## src/rtl/core/npvl_pkg.sv

```systemverilog
// ----------------------------------------------------------------------------
// npvl_pkg
// Shared widths, codes and types for the nearest-point vol lookup core.
// ----------------------------------------------------------------------------
package npvl_pkg;

    localparam int CAPACITY = 64;
    localparam int IDX_W    = (CAPACITY > 1) ? $clog2(CAPACITY) : 1;
    localparam int CNT_W    = $clog2(CAPACITY + 1);

    localparam int KIND_W   = 2;
    localparam int STRIKE_W = 32;
    localparam int EXPIRY_W = 24;
    localparam int VOL_W    = 20;
    localparam int STATUS_W = 3;
    localparam int COUNT_W  = 7;

    localparam int DS2_W    = 2 * STRIKE_W;
    localparam int DE2_W    = 2 * EXPIRY_W;
    localparam int DIST_W   = DS2_W + 1;

    localparam logic [VOL_W-1:0] VOL_LIMIT_RST = VOL_W'(655360);

    localparam logic [KIND_W-1:0] KIND_ADD   = 2'd0;
    localparam logic [KIND_W-1:0] KIND_CLEAR = 2'd1;
    localparam logic [KIND_W-1:0] KIND_QUERY = 2'd2;

    localparam logic [STATUS_W-1:0] ST_OK         = 3'd0;
    localparam logic [STATUS_W-1:0] ST_BAD_STRIKE = 3'd1;
    localparam logic [STATUS_W-1:0] ST_BAD_EXPIRY = 3'd2;
    localparam logic [STATUS_W-1:0] ST_BAD_VOL    = 3'd3;
    localparam logic [STATUS_W-1:0] ST_EMPTY      = 3'd4;
    localparam logic [STATUS_W-1:0] ST_FULL       = 3'd5;

    typedef struct packed {
        logic [STRIKE_W-1:0] strike;
        logic [EXPIRY_W-1:0] expiry;
        logic [VOL_W-1:0]    vol;
    } t_point;

    // travels alongside each table read through the distance pipeline
    typedef struct packed {
        logic valid;
        logic first;
        logic last;
    } t_scan_tag;

endpackage

```

## src/rtl/core/npvl_dist.sv

```systemverilog
// ----------------------------------------------------------------------------
// npvl_dist
// Distance unit: abs diff, square, sum, running minimum.
// One table entry enters per cycle; done pulses after the last one.
// ----------------------------------------------------------------------------
module npvl_dist (
    input  logic                          i_clk,
    input  logic                          i_rst_n,
    input  npvl_pkg::t_scan_tag           i_tag,
    input  npvl_pkg::t_point              i_point,
    input  logic [npvl_pkg::STRIKE_W-1:0] i_q_strike,
    input  logic [npvl_pkg::EXPIRY_W-1:0] i_q_expiry,
    output logic                          o_done,
    output logic [npvl_pkg::VOL_W-1:0]    o_best_vol
);

    // stage 1: absolute differences
    npvl_pkg::t_scan_tag           r1_tag;
    logic [npvl_pkg::STRIKE_W-1:0] r1_ds;
    logic [npvl_pkg::EXPIRY_W-1:0] r1_de;
    logic [npvl_pkg::VOL_W-1:0]    r1_vol;
    // stage 2: squares
    npvl_pkg::t_scan_tag           r2_tag;
    logic [npvl_pkg::DS2_W-1:0]    r2_a;
    logic [npvl_pkg::DE2_W-1:0]    r2_b;
    logic [npvl_pkg::VOL_W-1:0]    r2_vol;
    // stage 3: sum
    npvl_pkg::t_scan_tag           r3_tag;
    logic [npvl_pkg::DIST_W-1:0]   r3_sum;
    logic [npvl_pkg::VOL_W-1:0]    r3_vol;
    // stage 4: running best
    logic [npvl_pkg::DIST_W-1:0]   r_best;
    logic [npvl_pkg::VOL_W-1:0]    r_best_vol;
    logic                          r_done;

    logic [npvl_pkg::STRIKE_W-1:0] n_ds;
    logic [npvl_pkg::EXPIRY_W-1:0] n_de;
    logic                          n_take;

    always_comb begin
        n_ds = (i_q_strike >= i_point.strike) ? (i_q_strike - i_point.strike)
                                              : (i_point.strike - i_q_strike);
        n_de = (i_q_expiry >= i_point.expiry) ? (i_q_expiry - i_point.expiry)
                                              : (i_point.expiry - i_q_expiry);
        // strict less-than keeps the earliest entry on a tie
        n_take = r3_tag.first || (r3_sum < r_best);
    end

    always_ff @(posedge i_clk) begin
        if (!i_rst_n) begin
            r1_tag <= '0;
            r2_tag <= '0;
            r3_tag <= '0;
            r_done <= 1'b0;
        end else begin
            r1_tag <= i_tag;
            r2_tag <= r1_tag;
            r3_tag <= r2_tag;
            r_done <= r3_tag.valid && r3_tag.last;
        end
    end

    always_ff @(posedge i_clk) begin
        r1_ds  <= n_ds;
        r1_de  <= n_de;
        r1_vol <= i_point.vol;

        r2_a   <= npvl_pkg::DS2_W'(r1_ds) * npvl_pkg::DS2_W'(r1_ds);
        r2_b   <= npvl_pkg::DE2_W'(r1_de) * npvl_pkg::DE2_W'(r1_de);
        r2_vol <= r1_vol;

        r3_sum <= npvl_pkg::DIST_W'(r2_a) + npvl_pkg::DIST_W'(r2_b);
        r3_vol <= r2_vol;

        if (r3_tag.valid && n_take) begin
            r_best     <= r3_sum;
            r_best_vol <= r3_vol;
        end
    end

    assign o_done     = r_done;
    assign o_best_vol = r_best_vol;

endmodule

```

## config.mk

```make
export PLATFORM = sky130hd
export DESIGN_NAME = npvl_dist
export DESIGN_NICKNAME = d
export VERILOG_FILES = /design/src/rtl/core/npvl_pkg.sv /design/src/rtl/core/npvl_dist.sv
export SDC_FILE = /design/constraint.sdc
export NUM_CORES = 2
export LEC_CHECK = 0
export BUFFER_PORTS_ARGS = -buffer_cell sky130_fd_sc_hd__buf_4
export CORE_MARGIN = 5
export CORE_UTILIZATION = 55
export CTS_BUF_LIST = sky130_fd_sc_hd__clkbuf_4
export CTS_CLUSTER_DIAMETER = 60
export DETAILED_ROUTE_END_ITERATION = 10
export GPL_TIMING_DRIVEN = 0
export PLACE_DENSITY = 0.73
export SLEW_MARGIN = 20
export SYNTH_ARGS = -nofsm -noshare
export SYNTH_HDL_FRONTEND = slang
export SYNTH_SLANG_ARGS = --single-unit
```

## constraint.sdc

```tcl
create_clock -name i_clk -period 8.8 [get_ports i_clk]
set_input_delay 0 -clock i_clk [delete_from_list [all_inputs] [get_ports i_clk]]
set_output_delay 0 -clock i_clk [all_outputs]
set_load 0.01 [all_outputs]
```

==> results by group <==
Timing
  • Hold Vio Cnt, Final: 0
  • RSZ-0062 raised after global routing: true
  • Final setup viols: 0
  • Rel. slew slack: between 10% and 20%
  • Tmin final: between 8000 and 9000 ps
  • Worst-margin pin slew: about 1300 ps
  • Achievable Freq: between 0.1 and 0.15 GHz
  • Final worst path period share: between 90% and 100%
  • Final worst setup slack: between 100 and 150 ps
  • Max-slew violation count: 0
  • Worst Clk Skew: about 58 ps

Worst setup path
  • CP startpoint: r1_ds[7]
  • Crit-path max FO: 10
  • Crit-path max cell delay: 560 ps
  • Startpoint Class: flop
  • Slowest-stage cell, CP: fa_1
  • Crit Path Class: reg2reg
  • Worst r2r src: r1_ds[7]
  • CP required: around 9500 ps
  • WP data arrival: around 9400 ps
  • Setup crit end kind: flop
  • Most used cell, CP: fa_1

CTS
  • Longest Clk Path Bufs: 3
  • Num CTS Buffers: between 90 and 100
  • Clock net sink count: around 390
  • H-tree Lvls: 3
  • CTS tree: built
  • Reg clk slew, reported paths: around 70 ps
  • Clk root buf: clkbuf_4
  • Clock latency on the worst-skew pair: around 930 ps

Layout
  • Final cell count without fillers: a little under 9000
  • NumNets Final: roughly 9400
  • Layout cells sized above 1: between 6 and 7%
  • Synth-to-layout area growth: 11.4%

Drt
  • Starting DRT DRC Count: ~3600
  • DR pass1 iterations: 6
  • Wire per inst: a little under 20 um
  • Drt drc: 0
  • Via Count: a little under 50000
  • Vias per inst: around 5.4
  • Antenna-violating nets left: 0
  • Routed Wire Length: about 170000 um

Global route
  • Initial antenna violation count: 10
  • First-pass GRT wire length: between 200000 and 300000 um
  • Grt ovf: 0
  • Largest net degree at the start of global routing: 18
  • Vias in the first global route: ~52000
  • GRT Util Overall: between 20% and 30%

Status
  • Outcome: finished, final reports clean

Floorplanning
  • Die Y: 351 um
  • Full die area: 0.123 mm^2
  • Starting Density: between 50% and 60%
  • # rows: roughly 130
  • Core area: between 0.1 and 0.15 mm^2
  • Die Span X: 351 um
  • Ports: 158

Placement
  • Placed Cells: about 8500
  • Final Wtd Congestion: roughly 1
  • Dpl hpwl: between 100000 and 150000 um
  • DP Worst Slack: -1390 ps
  • Port Buf Inserts: ~160

Worst hold path
  • HP Start: i_point[20]
  • Hold Crit Class: in2reg

Synthesis
  • Seq/Total Area, Yosys: approximately 13%
  • Syn nets: ~8900
  • #FFs+latches synth: ~390
  • Number of synthesized flops with an enable pin: 85
  • Warnings from Yosys: 0
  • Syn Area/Cell: approximately 9.4 um^2
  • Syn Inst Count: just under 7000
  • Syn Std Cell Area: 0.0640 mm^2
  • Ys async rst share: 0%
  • Ys flop type: dfxtp_1
  • Synth cell types: 74

Job
  • MaxCap Viol Count: 0
[worst max-delay path: cells and delay by family, from the launching register on]
family	cells	cell delay [ps]
mux	1	110
compound gates	8	2170
flops	1	310
simple gates	2	570
fa+ha+maj	9	4370
buf+inv	7	920
[cells by family after synthesis]
family / share of synthesized area, %
buffers and inverters: 11.6
AND/OR/NAND/NOR: 10.6
adder cells (fa/ha/maj): 51.6
AO/OA/AOI/OAI: 8.91
XOR/XNOR: 3.53
multiplexers: 0.383
flip-flops: 13.4
[placed cells by master (no fill, tap or decap), drive strengths merged, types with 183 or more instances in the layout]
cell         instances
dlygate4sd3        258
and2               368
nor2               186
buf                183
clkbuf             334
ha                 691
a21oi              276
fa                1219
inv               1755
nand2              539
dfxtp              301
[per-layer routing]
metal | global-route usage [%] | share of wire [%] | up-vias | routed length, um
met2 | 47.3 | 47 | 1861 | 81300
met1 | 36.1 | 39 | 24100 | 67600
met3 | 8.47 | 9.8 | 464 | 17000
met5 | 0 | 0.014 | - | 25
li1 | - | - | 22000 | -
met4 | 11.5 | 4.6 | 4 | 8050
[path summary, 6_finish.rpt]
| check | cells after the start | slack (ps) | end |
|---|---|---|---|
| worst min register to register | 0 | 310 | r2_vol[6] |
| worst min-delay path | 5 | 160 | r1_de[1] |
| worst max-delay path | 27 | 120 | r2_a[63] |
| worst max register to register | 27 | 120 | r2_a[63] |
[cell type report]
cell class                      count  area [um^2]
Multi-Input combinational cell   4452        48100
Fill cell                        9791        44600
Sequential cell                   386         8600
Inverter                         1752         6580
Timing Repair Buffer              422         3840
Tap cell                         1524         1910
Buffer                            226         1070
Clock buffer                      127          953
Clock inverter                     53          264
Antenna cell                        8         20.0
[cell usage after synthesis, drive strengths merged (5+ instances only)]
library cell / count / area share (%)
o21bai: 49 / 0.57
a21oi: 276 / 2.2
o211ai: 11 / 0.13
ha: 691 / 14
edfxtp: 85 / 4.0
a211oi: 38 / 0.45
buf: 8 / 0.055
a31o: 13 / 0.18
a221o: 6 / 0.094
nand2: 539 / 3.2
o21a: 17 / 0.20
a311o: 6 / 0.094
nand3b: 5 / 0.059
xor2: 116 / 1.6
nand2b: 20 / 0.20
nand3: 49 / 0.38
a22oi: 6 / 0.070
or2: 15 / 0.15
and3: 20 / 0.20
nand4: 53 / 0.52
a21boi: 11 / 0.13
o31ai: 21 / 0.25
nor2: 186 / 1.1
a21o: 175 / 2.1
inv: 1751 / 10
fa: 1219 / 38
o21ai: 140 / 1.1
nor4: 8 / 0.078
clkbuf: 220 / 1.3
and2: 368 / 3.6
a41oi: 6 / 0.082
a2111oi: 15 / 0.24
o311ai: 7 / 0.096
nor3: 42 / 0.33
a221oi: 8 / 0.11
or3: 13 / 0.13
dfxtp: 301 / 9.4
nor2b: 50 / 0.49
xnor2: 142 / 1.9
a211o: 6 / 0.082
mux2i: 20 / 0.31
a31oi: 30 / 0.29
[timing repair]
item	4_1_cts	5_1_grt
pin swaps	0	1
setup endpoints to repair	38	25
hold buffers	258	0
cloned	0	0
buffers inserted	0	1
hold endpoints to repair	86	0
gates resized for setup	107	105
[sequential cells by signal, summed over array words and instances (netlist names)]
signal      cells
r3_tag          3
r2_tag          3
r2_a           63
r_best         65
r1_ds          32
o_done          1
r2_vol         20
o_best_vol     20
r1_tag          3
r3_vol         20
r1_vol         20
r1_de          24
r2_b           47
r3_sum         65
[per-stage QoR]
| stage | setup TNS (ps) | utilization [%] | cell area, um^2 | hold WS, ps |
|---|---|---|---|---|
| floorplan | 0 | - | 64000 | 27.7 |
| global placement | -358470 | 57.9 | 67100 | 106 |
| detailed placement | -21170 | 58.0 | 67200 | 106 |
| CTS | -42.5 | 61.4 | 71200 | 17.3 |
| global route | -17.2 | 61.5 | 71300 | 105 |
| finish | 0 | 61.5 | 71300 | 157 |
Power is left out: the tool's default activity adds up to more than one toggle a clock period on the data nets, which glitch-free logic cannot reach.
